## config.mk

```make
export PLATFORM = sky130hd
export DESIGN_NAME = tga_rle_pixel_decoder
export DESIGN_NICKNAME = d
export VERILOG_FILES = /design/src/hw/rtl/tga_rle_pkg.sv /design/src/hw/rtl/tga_rle_front.sv /design/src/hw/rtl/tga_rle_job_fifo.sv /design/src/hw/rtl/tga_rle_back.sv /design/src/hw/rtl/tga_rle_pixel_decoder.sv
export SDC_FILE = /design/constraint.sdc
export NUM_CORES = 1
export LEC_CHECK = 0
export ABC_AREA = 1
export BUFFER_PORTS_ARGS = -buffer_cell sky130_fd_sc_hd__buf_2
export CORE_UTILIZATION = 65
export DETAILED_ROUTE_END_ITERATION = 6
export HOLD_SLACK_MARGIN = 0.12
export PLACE_DENSITY = 0.85
export SLEW_MARGIN = 20
export SYNTH_ARGS = -nofsm -noshare
export SYNTH_HDL_FRONTEND = slang
export SYNTH_HIERARCHICAL = 1
export SYNTH_SLANG_ARGS = --single-unit
```

## constraint.sdc

```tcl
create_clock -name clk -period 13.1 [get_ports clk]
set_clock_uncertainty 0.1 [all_clocks]
set_input_delay 1.31 -clock clk [delete_from_list [all_inputs] [get_ports clk]]
set_output_delay 1.31 -clock clk [all_outputs]
set_load 0.1 [all_outputs]
```

## src/hw/rtl/tga_rle_pkg.sv

```systemverilog
`default_nettype none

package tga_rle_pkg;

    // Longest packet: 7-bit count field plus one
    localparam int MAX_RUN = 128;
    localparam int CNT_W   = $clog2(MAX_RUN + 1);

    // Job queue depth between parser and expander (power of two)
    localparam int JOB_DEPTH_DEF = 2;

    // Config register indexes
    localparam logic [1:0] CFG_COMPRESSED   = 2'd0;
    localparam logic [1:0] CFG_PIXEL_FORMAT = 2'd1;
    localparam logic [1:0] CFG_TOTAL_PIXELS = 2'd2;

    localparam logic [7:0] COUNT_MASK = 8'h7f;
    localparam logic [7:0] RUN_FLAG   = 8'h80;

    typedef enum logic {
        PS_HEADER,
        PS_PIXELS
    } parse_state_t;

    typedef struct packed {
        logic        compressed;
        logic        pixel_format;
        logic [31:0] total_pixels;
    } cfg_t;

    // One decoded pixel and how many times it is repeated
    typedef struct packed {
        logic [7:0]       red;
        logic [7:0]       green;
        logic [7:0]       blue;
        logic [7:0]       alpha;
        logic [CNT_W-1:0] count;
        logic             ends_image;
    } job_t;

    typedef struct packed {
        logic [7:0] red0;
        logic [7:0] green0;
        logic [7:0] blue0;
        logic [7:0] alpha0;
        logic [7:0] red1;
        logic [7:0] green1;
        logic [7:0] blue1;
        logic [7:0] alpha1;
        logic [1:0] pixels_here;
        logic       last_of_run;
        logic       end_of_image;
    } result_t;

endpackage

`default_nettype wire

```

## src/hw/rtl/tga_rle_front.sv

```systemverilog
`default_nettype none

module tga_rle_front
    import tga_rle_pkg::*;
(
    input  wire logic       clk,
    input  wire logic       rst_n,
    input  wire cfg_t       cfg,
    input  wire logic       push,
    input  wire logic [7:0] data_byte,
    input  wire logic       frame_start,
    input  wire logic       job_full,
    output logic            job_push,
    output job_t            job
);

    parse_state_t     state_reg, state_next;
    logic             run_packet_reg, run_packet_next;
    logic [CNT_W-1:0] packet_left_reg, packet_left_next;
    logic [1:0]       byte_slot_reg, byte_slot_next;
    logic [31:0]      pixels_done_reg, pixels_done_next;
    logic [7:0]       pix_reg [4];
    logic [7:0]       pix_new [4];

    logic             accept;
    parse_state_t     eff_state;
    logic [CNT_W-1:0] eff_left;
    logic [1:0]       eff_slot;
    logic [31:0]      eff_done;
    logic [32:0]      remain;
    logic             image_done;
    logic             is_header;
    logic [2:0]       slot_inc;
    logic [2:0]       bpp;
    logic             completes;
    logic [CNT_W-1:0] n_raw;
    logic [CNT_W-1:0] left_dec;
    logic             ends;
    logic             fire;

    assign accept = push && !job_full;

    // Frame start clears the packet state before the byte is used
    always_comb
    begin
        eff_state = frame_start ? PS_HEADER : state_reg;
        eff_left  = frame_start ? '0 : packet_left_reg;
        eff_slot  = frame_start ? 2'd0 : byte_slot_reg;
        eff_done  = frame_start ? 32'd0 : pixels_done_reg;
    end

    // Pixels still owed, and pixel assembly
    always_comb
    begin
        remain     = {1'b0, cfg.total_pixels} - {1'b0, eff_done};
        image_done = remain[32] || (remain[31:0] == 32'd0);
        is_header  = cfg.compressed && (eff_state == PS_HEADER);
        for (int i = 0; i < 4; i++)
        begin
            pix_new[i] = (eff_slot == 2'(i)) ? data_byte : pix_reg[i];
        end
        slot_inc  = {1'b0, eff_slot} + 3'd1;
        bpp       = cfg.pixel_format ? 3'd4 : 3'd3;
        completes = (slot_inc >= bpp);
        left_dec  = (eff_left == '0) ? '0 : eff_left - CNT_W'(1);
        if (cfg.compressed && run_packet_reg)
            n_raw = (eff_left == '0) ? CNT_W'(1) : eff_left;
        else
            n_raw = CNT_W'(1);
        // Clip to the image total; the clipped job is the image's last
        ends = (remain[31:CNT_W] == '0) && (remain[CNT_W-1:0] <= n_raw);
        fire = accept && !image_done && !is_header && completes;
    end

    // Next parse state
    always_comb
    begin
        state_next = state_reg;
        if (accept)
        begin
            state_next = eff_state;
            if (!image_done)
            begin
                if (is_header)
                    state_next = PS_PIXELS;
                else if (completes && cfg.compressed)
                begin
                    if (run_packet_reg || (left_dec == '0))
                        state_next = PS_HEADER;
                end
            end
        end
    end

    // Datapath state and job output
    always_comb
    begin
        run_packet_next  = run_packet_reg;
        packet_left_next = packet_left_reg;
        byte_slot_next   = byte_slot_reg;
        pixels_done_next = pixels_done_reg;
        if (accept)
        begin
            packet_left_next = eff_left;
            byte_slot_next   = eff_slot;
            pixels_done_next = eff_done;
            if (!image_done)
            begin
                if (is_header)
                begin
                    run_packet_next  = (data_byte & RUN_FLAG) != 8'd0;
                    packet_left_next = CNT_W'(data_byte & COUNT_MASK) + CNT_W'(1);
                    byte_slot_next   = 2'd0;
                end
                else if (!completes)
                begin
                    byte_slot_next = slot_inc[1:0];
                end
                else
                begin
                    byte_slot_next = 2'd0;
                    if (cfg.compressed)
                        packet_left_next = run_packet_reg ? '0 : left_dec;
                    pixels_done_next = ends ? cfg.total_pixels
                                            : eff_done + 32'(n_raw);
                end
            end
        end

        job_push        = fire;
        job.red         = pix_new[2];
        job.green       = pix_new[1];
        job.blue        = pix_new[0];
        job.alpha       = cfg.pixel_format ? pix_new[3] : 8'd0;
        job.count       = ends ? remain[CNT_W-1:0] : n_raw;
        job.ends_image  = ends;
    end

    // Control state
    always_ff @(posedge clk or negedge rst_n)
    begin
        if (!rst_n)
        begin
            state_reg       <= PS_HEADER;
            run_packet_reg  <= 1'b0;
            packet_left_reg <= '0;
            byte_slot_reg   <= 2'd0;
            pixels_done_reg <= 32'd0;
        end
        else
        begin
            state_reg       <= state_next;
            run_packet_reg  <= run_packet_next;
            packet_left_reg <= packet_left_next;
            byte_slot_reg   <= byte_slot_next;
            pixels_done_reg <= pixels_done_next;
        end
    end

    // Pixel byte store, no reset
    always_ff @(posedge clk)
    begin
        if (accept && !image_done && !is_header)
        begin
            for (int i = 0; i < 4; i++)
            begin
                pix_reg[i] <= pix_new[i];
            end
        end
    end

endmodule

`default_nettype wire

```

## src/hw/rtl/tga_rle_job_fifo.sv

```systemverilog
`default_nettype none

module tga_rle_job_fifo
    import tga_rle_pkg::*;
#(
    parameter int DEPTH = JOB_DEPTH_DEF
)
(
    input  wire logic clk,
    input  wire logic rst_n,
    input  wire logic wr_en,
    input  wire job_t wr_data,
    output logic      full,
    input  wire logic rd_en,
    output job_t      rd_data,
    output logic      valid
);

    localparam int PTR_W = $clog2(DEPTH);

    job_t             mem_reg [DEPTH];
    logic [PTR_W-1:0] wr_ptr_reg, wr_ptr_next;
    logic [PTR_W-1:0] rd_ptr_reg, rd_ptr_next;
    logic [PTR_W:0]   count_reg, count_next;
    logic             do_wr;
    logic             do_rd;

    assign full    = (count_reg == (PTR_W + 1)'(DEPTH));
    assign valid   = (count_reg != '0);
    assign rd_data = mem_reg[rd_ptr_reg];
    assign do_wr   = wr_en && !full;
    assign do_rd   = rd_en && valid;

    // Pointer and fill count
    always_comb
    begin
        wr_ptr_next = do_wr ? wr_ptr_reg + PTR_W'(1) : wr_ptr_reg;
        rd_ptr_next = do_rd ? rd_ptr_reg + PTR_W'(1) : rd_ptr_reg;
        count_next  = count_reg;
        if (do_wr && !do_rd)
            count_next = count_reg + (PTR_W + 1)'(1);
        else if (!do_wr && do_rd)
            count_next = count_reg - (PTR_W + 1)'(1);
    end

    always_ff @(posedge clk or negedge rst_n)
    begin
        if (!rst_n)
        begin
            wr_ptr_reg <= '0;
            rd_ptr_reg <= '0;
            count_reg  <= '0;
        end
        else
        begin
            wr_ptr_reg <= wr_ptr_next;
            rd_ptr_reg <= rd_ptr_next;
            count_reg  <= count_next;
        end
    end

    // Entry storage
    always_ff @(posedge clk)
    begin
        if (do_wr)
            mem_reg[wr_ptr_reg] <= wr_data;
    end

endmodule

`default_nettype wire

```

## src/hw/rtl/tga_rle_back.sv

```systemverilog
`default_nettype none

module tga_rle_back
    import tga_rle_pkg::*;
(
    input  wire logic clk,
    input  wire logic rst_n,
    input  wire logic job_valid,
    input  wire job_t job,
    output logic      job_pop,
    input  wire logic pop,
    output logic      empty,
    output result_t   res
);

    logic             active_reg, active_next;
    logic [CNT_W-1:0] rem_reg, rem_next;
    logic             out_valid_reg, out_valid_next;
    result_t          res_reg, res_next;

    logic             load;
    logic [CNT_W-1:0] rem;
    logic             two;
    logic [CNT_W-1:0] rem_after;

    assign empty = !out_valid_reg;
    assign res   = res_reg;

    // Expand the head job up to two pixels per transfer
    always_comb
    begin
        load      = job_valid && (!out_valid_reg || pop);
        rem       = active_reg ? rem_reg : job.count;
        two       = (rem >= CNT_W'(2));
        rem_after = rem - (two ? CNT_W'(2) : CNT_W'(1));

        active_next    = active_reg;
        rem_next       = rem_reg;
        out_valid_next = out_valid_reg && !pop;
        res_next       = res_reg;
        job_pop        = 1'b0;
        if (load)
        begin
            out_valid_next        = 1'b1;
            res_next.red0         = job.red;
            res_next.green0       = job.green;
            res_next.blue0        = job.blue;
            res_next.alpha0       = job.alpha;
            res_next.red1         = two ? job.red : 8'd0;
            res_next.green1       = two ? job.green : 8'd0;
            res_next.blue1        = two ? job.blue : 8'd0;
            res_next.alpha1       = two ? job.alpha : 8'd0;
            res_next.pixels_here  = two ? 2'd2 : 2'd1;
            res_next.last_of_run  = (rem_after == '0);
            res_next.end_of_image = (rem_after == '0) && job.ends_image;
            rem_next              = rem_after;
            active_next           = (rem_after != '0);
            job_pop               = (rem_after == '0);
        end
    end

    always_ff @(posedge clk or negedge rst_n)
    begin
        if (!rst_n)
        begin
            active_reg    <= 1'b0;
            out_valid_reg <= 1'b0;
        end
        else
        begin
            active_reg    <= active_next;
            out_valid_reg <= out_valid_next;
        end
    end

    // Payload, no reset
    always_ff @(posedge clk)
    begin
        rem_reg <= rem_next;
        res_reg <= res_next;
    end

endmodule

`default_nettype wire

```

## src/hw/rtl/tga_rle_pixel_decoder.sv

```systemverilog
// A pixel's last byte is registered in the job queue, then in the expander's output register.
// Input: one byte per cycle while the parser-to-expander job queue has room (full = queue full).
// Output: one result per cycle while a job waits and pop is high; ceil(n/2) results per run of n.
// The expander's output register lets new bytes enter while a result waits for pop.
// Reset: packet state, pixel count and queues clear; compressed=1, pixel_format=0, total_pixels=1.
`default_nettype none

module tga_rle_pixel_decoder
    import tga_rle_pkg::*;
#(
    parameter int JOB_DEPTH = JOB_DEPTH_DEF
)
(
    input  wire logic        clk,
    input  wire logic        rst_n,
    input  wire logic        cfg_write,
    input  wire logic [1:0]  cfg_index,
    input  wire logic [31:0] cfg_data,
    input  wire logic        push,
    output logic             full,
    input  wire logic [7:0]  data_byte,
    input  wire logic        frame_start,
    output logic             empty,
    input  wire logic        pop,
    output logic [7:0]       red0,
    output logic [7:0]       green0,
    output logic [7:0]       blue0,
    output logic [7:0]       alpha0,
    output logic [7:0]       red1,
    output logic [7:0]       green1,
    output logic [7:0]       blue1,
    output logic [7:0]       alpha1,
    output logic [1:0]       pixels_here,
    output logic             last_of_run,
    output logic             end_of_image
);

    cfg_t    cfg_reg, cfg_next;
    logic    job_push;
    job_t    job_in;
    logic    job_full;
    logic    job_pop;
    job_t    job_head;
    logic    job_valid;
    result_t res;

    // Config register writes
    always_comb
    begin
        cfg_next = cfg_reg;
        if (cfg_write)
        begin
            unique case (cfg_index)
                CFG_COMPRESSED:   cfg_next.compressed   = cfg_data[0];
                CFG_PIXEL_FORMAT: cfg_next.pixel_format = cfg_data[0];
                CFG_TOTAL_PIXELS: cfg_next.total_pixels = cfg_data;
                default:          cfg_next = cfg_reg;
            endcase
        end
    end

    always_ff @(posedge clk or negedge rst_n)
    begin
        if (!rst_n)
        begin
            cfg_reg.compressed   <= 1'b1;
            cfg_reg.pixel_format <= 1'b0;
            cfg_reg.total_pixels <= 32'd1;
        end
        else
        begin
            cfg_reg <= cfg_next;
        end
    end

    assign full = job_full;

    tga_rle_front u_front (
        .clk         (clk),
        .rst_n       (rst_n),
        .cfg         (cfg_reg),
        .push        (push),
        .data_byte   (data_byte),
        .frame_start (frame_start),
        .job_full    (job_full),
        .job_push    (job_push),
        .job         (job_in)
    );

    tga_rle_job_fifo #(
        .DEPTH (JOB_DEPTH)
    ) u_job_fifo (
        .clk     (clk),
        .rst_n   (rst_n),
        .wr_en   (job_push),
        .wr_data (job_in),
        .full    (job_full),
        .rd_en   (job_pop),
        .rd_data (job_head),
        .valid   (job_valid)
    );

    tga_rle_back u_back (
        .clk       (clk),
        .rst_n     (rst_n),
        .job_valid (job_valid),
        .job       (job_head),
        .job_pop   (job_pop),
        .pop       (pop),
        .empty     (empty),
        .res       (res)
    );

    // Result fields to ports
    assign red0         = res.red0;
    assign green0       = res.green0;
    assign blue0        = res.blue0;
    assign alpha0       = res.alpha0;
    assign red1         = res.red1;
    assign green1       = res.green1;
    assign blue1        = res.blue1;
    assign alpha1       = res.alpha1;
    assign pixels_here  = res.pixels_here;
    assign last_of_run  = res.last_of_run;
    assign end_of_image = res.end_of_image;

endmodule

`default_nettype wire

```

After elaboration in Yosys (flattened, before gate mapping)
Memories as Yosys holds them, arrays and structs flattened.
Index checks and enable logic that the tools add are counted.
Operators by class
  $lt $le $gt $ge: 3
  equality and inequality tests: 6
  muxes and demuxes: 41
  reduce and logical (&&, ||, !) cells: 39
  bitwise logic cells: 2
  $add $sub $neg: 10
Operators by type and width (number)
  $mux W32: 5
  $mux W8: 16
  $sub A32 B32 Y33: 1
  $add A32 B8 Y32: 1
  $logic_not A32 Y1: 1
  $logic_not A24 Y1: 1
  $logic_not A8 Y1: 3
  $mux W2: 8
  $logic_and A1 B1 Y1: 15
  $mux W1: 11
  $add A7 B1 Y8 const B: 1
  $eq A2 B2 Y1 const B: 4
  $ge A8 B2 Y1 const B: 1
  $le A8 B8 Y1: 1
  $reduce_bool A8 Y1: 1
  $sub A8 B1 Y8 const B: 1
  $sub A8 B8 Y8: 1
  $logic_not A1 Y1: 7
  $reduce_and A2 Y1: 3
  $eq A2 B1 Y1 const B: 2
  $logic_not A2 Y1: 2
  $reduce_bool A2 Y1: 2
  $add A2 B1 Y3 const B: 1
  $ge A3 B3 Y1: 1
  7 further kinds: 11
Word-level totals
  memory bits (writable): 114
  memories kept: 2
  register bits: 160
Memories
  u_job_fifo.mem_reg: depth 2, bits a word 41, read ports 1, clocked after Yosys merged registers in 0, write ports 1, RTL line tga_rle_job_fifo.sv:21  | job_t mem_reg [DEPTH];
  u_front.pix_reg: depth 4, bits a word 8, read ports 4, clocked after Yosys merged registers in 0, write ports 4, RTL line tga_rle_front.sv:22  | logic [7:0] pix_reg [4];

Logic depth before layout (Yosys ltp)
  depth after elaboration: 13
  gate-level depth with buffers: 32
  gate-level depth less buffers: 30

Modules after synthesis
Netlist, hierarchy kept.
By module, submodules not included
  tga_rle_front: area each 9059.9 µm², cells an instance 1521, sequential area each 2062.0 µm², instances 1
  tga_rle_job_fifo: area each 3255.6 µm², cells an instance 246, sequential area each 2562.5 µm², instances 1
  tga_rle_back: area each 3175.5 µm², cells an instance 248, sequential area each 2332.2 µm², instances 1
  tga_rle_pixel_decoder: area each 1440.1 µm², cells an instance 156, sequential area each 853.3 µm², instances 1

Least setup slack after synthesis
No wires, ideal clock.
  path kind: input-to-reg
  start point: input port frame_start
  end point: memory u_front.pix_reg[0][0] (enable)
  buffers on the path: 3
  stages: 18
  path slack: 6.686 ns
  data required time: 12.539 ns
  library setup time: 0.461 ns
  arrival: 5.853 ns
  cell sequence: inv_1 > buf_2 > buf_1 > nand2_1 > ha_1 > nand2_1 > nor2_1 > nand2_1 > nand3_2 > nand2_1 > nand2_1 > nand2_1 > nand2_1 > a21oi_1 > o21bai_1 > nand2_4 > buf_6 > nor3_1
RTL lines
  from (decl): RTL line tga_rle_pixel_decoder.sv:22  | input wire logic frame_start,
  to (decl): RTL line tga_rle_front.sv:22

Worst setup path in the final report
  start point: input port frame_start
  end point: memory u_job_fifo/mem_reg[0][34] (netlist bit) (enable)
On the way
  word-level cells in the longest chain between the ends: 11
Ends and longest elaborated chain
  $mux W32: RTL line tga_rle_front.sv:49  | eff_done = frame_start ? 32'd0 : pixels_done_reg;
  $sub A32 B32 Y33: RTL line tga_rle_front.sv:55  | remain = {1'b0, cfg.total_pixels} - {1'b0, eff_done};
  $logic_not A32 Y1: RTL line tga_rle_front.sv:56  | image_done = remain[32] || (remain[31:0] == 32'd0);
  $logic_or A1 B1 Y1: RTL line tga_rle_front.sv:56
  $logic_not A1 Y1: RTL line tga_rle_front.sv:72  | fire = accept && !image_done && !is_header && completes;
  $logic_and A1 B1 Y1 (2 in series): RTL line tga_rle_front.sv:72
  $logic_and A1 B1 Y1 *: RTL line tga_rle_front.sv:72
  net job_push: RTL line tga_rle_pixel_decoder.sv:39  | logic job_push;
  $logic_and A1 B1 Y1 *: RTL line tga_rle_job_fifo.sv:31  | assign do_wr = wr_en && !full;
  net u_job_fifo.do_wr: RTL line tga_rle_job_fifo.sv:25  | logic do_wr;
  $mux W1 *: RTL line tga_rle_job_fifo.sv:65  | if (do_wr)
  $mux W1 (implied by the code) *: RTL line tga_rle_job_fifo.sv:66  | mem_reg[wr_ptr_reg] <= wr_data;
  to (decl): RTL line tga_rle_job_fifo.sv:21
Mark *: on every way through the listed nets, which the timed path passes. The rest lies on a longest branch.

==> results.toml <==
[outcome]
status = "finished clean"

[global_route]
antenna_found_initial = 0
grt_pass1_wl_mm = 68.7
grt_max_degree = 75
grt_pass1_vias = 13600
grt_overflow = 0
grt.total_usage_pct = 33.3

[floorplan]
die_w_um = 163
start_util_pct = 66.7
dieArea_um2 = 26700
placementRows = 58
core_um2 = 25400
ioPinCount = 118
die_h_um = 163

[clock_network]
cts_resized = 0
root_buffer = "clkbuf_16"
cts_buffers = 28
cts_max_path_buffers = 3
postCtsHoldBufs = 0
path_clk_slew_ns = 0.06
post-cts-setup-buffers = 0
cts_tree = "built"
htreeDepth = 1
cts_sinks = 274
clkLatencyLatePin_ns = 0.57

[synth]
yosysWarnings = 6
synth_top_area_share_pct = 33.7
synth.avg_cell_area_um2 = 7.80
netlist_area_um2 = 16900
synth_edf_count = 190
synth_cell_types = 49
syn-instance-count = 2171
synth_nets = 2282
synth_top_area_cell = "edfxtp_1"
synth_area_leaders = "edfxtp_1 (34%), nand2_1 (17%), dfrtp_1 (12%), inv_1 (7.0%), ha_1 (4.5%)"
synth-async-reset-ratio_pct = 30.7
ys_ff_latch = 274
synth_seq_area_share_pct = 46.1
ys.flop_type = "edfxtp_1"

[flow_run]
maxCapViolations = 0

[pwr]
p_total_uw = 4650
pwr-share-seq_pct = 29.5
sw_frac_of_total_pct = 49.8
p_leak_uw = 0.00918
pwr-share-comb_pct = 51.7
pwr-share-clk_pct = 18.8
p_per_area_nw_per_um2 = 252
vdd_drop_max_v = 0.000276
switchingPower_uw = 2320
p_int_uw = 2340

[finish]
largest_reg_flops = 82
postLayoutCellArea_um2 = 18400
drive_above_1_share_pct = 11.1
syn_to_final_growth_pct = 8.90
fillers = 1972
n_antenna_cell = 0
layoutNonFillerInstCount = 2588
layout.nets = 2347

[place]
globalplace.congestion = 0.989
hpwl_mm = 31.9
io_buffers = 117
dp_cells = 2536
placed_area_um2 = 17400

[sta]
hold_ws_ns = 0.376
maxSlewViolCount = 0
grt_setup_unrepaired = "no"
finalCritPeriodShare_pct = 46.7
fin_crit_ns = 6.12
finalSetupTns_ns = 0
slew_headroom_pct = 31.1
max_freq_mhz = 164
hold_viol = 0
setup-violations-final = 0
tightest_slew_ns = 1.03

[setup_path]
crit_required_ns = 13.22
start_kind = "primary input"
worstPathMaxFanout = 34
path_class = "primary input to register"
worstPathArrival_ns = 6.23
end_kind = "register"

[route]
wl_met2_mm = 21.9
wl_met3_mm = 3.35
drt-met1-wl_mm = 17.1
vias_per_cell = 5.57
vias = 14400
drt_pre_antenna_iters = 5
wl_per_cell_um = 17.1
drt-initial-drc-count = 1292
drc = 0
topRoutingLayerUsed = "met4"
wl_mm = 44.2
antenna_left = 0

[min_path]
hp-class = "register to register"
-- cell usage in the layout, fill, tap and decap left out, drive strengths merged, types with 32 or more instances in the layout --
cell type / instances
inv: 328
nand2: 809
a21oi: 84
o21ai: 44
clkbuf: 32
buf: 125
nor2: 214
nand3: 79
nand4: 85
edfxtp: 190
dfrtp: 82
ha: 61
-- worst paths after layout --
kind,end,slack (ns),startpoint,depth (start not counted)
max,u_job_fifo/mem_reg[0][34],6.98,frame_start,25
min,cfg_reg[0],0.38,cfg_reg[0],2
max reg2reg,u_job_fifo/mem_reg[0][34],8.20,u_front/pixels_done_reg[14],23
min reg2reg,cfg_reg[0],0.38,cfg_reg[0],2
max in group asynchronous,cfg_reg[1],11.18,rst_n,2
min in group asynchronous,u_front/pixels_done_reg[21],0.60,rst_n,1
-- power by group through the flow --
stage	Sequential [uW]	Clock [uW]	Combinational, uW
floorplan	2010	0	1370
global placement	1370	0	2310
detailed placement	1380	0	2360
CTS	1370	881	2390
global route	1400	912	2630
finish	1370	873	2410
-- logic make-up (layout without fill, tap and decap cells) --
logic type      after synthesis  after routing  synth area share (%)
simple gates               1218           1218                  30.9
buf+inv                     419            506                  10.8
flops                       274            274                  46.1
compound gates              146            146                  4.64
fa+ha+maj                    63             63                  4.74
xor+xnor                     45             45                  2.33
mux                           6              6                 0.399
-- synth_stat cells (5+ instances only) --
master    count
nor3_1       15
edfxtp_1    190
inv_1       317
o221ai_1      6
dfrtp_1      82
o21bai_1      5
nand2_4       8
nand2_1     782
nand2_2      19
buf_4        39
xnor2_1      15
nor2_2        5
nand3_1      72
o21ai_0      39
a21oi_1      84
inv_2         9
nand4_1      84
buf_2        19
xor2_1       30
nor2_1      202
ha_1         61
buf_6        12
mux2_2        6
clkbuf_1     17
-- metal layers --
| layer | GRT usage, % | vias to the layer above |
|---|---|---|
| met5 | 0 | - |
| met4 | 15.1 | 0 |
| met3 | 4.04 | 111 |
| met2 | 58.0 | 677 |
| met1 | 41.2 | 6616 |
| li1 | - | 7001 |
-- per-stage QoR --
stage	worst slack (ns)	util (%)
detailed placement	6.50	68.6
finish	6.98	72.6
CTS	7.07	72.6
global placement	6.58	68.6
floorplan	6.69	-
global route	6.51	72.6
-- layout make-up --
class | instances | area, um^2 | share of cell area (%)
multi-input cells | 1478 | 7310 | 39.6
clock buffers | 32 | 746 | 4.04
repair buffers | 125 | 648 | 3.52
flip-flops and latches | 274 | 7810 | 42.4
well taps | 330 | 413 | 2.24
clock inverters | 20 | 274 | 1.49
inverters | 329 | 1240 | 6.71
-- worst max-delay path, cell delays in order --
cell	delay (ns)
buf_2	0.39
inv_1	0.54
nand2_1	0.36
inv_1	0.12
fa_1	0.45
inv_1	0.12
nand3_1	0.08
nand2_1	0.16
nand2_1	0.07
nand2_1	0.13
nand2_1	0.12
nand3_1	0.11
nand2_1	0.05
nand2_1	0.06
nor2_1	0.05
nand2_2	0.11
nor2_8	0.12
nand3_4	0.11
nand4_4	0.44
inv_1	0.21
inv_1	0.09
nor2_4	0.12
nand2_2	0.06
inv_1	0.29
buf_4	0.47
(Power assumes the default switching activity.)
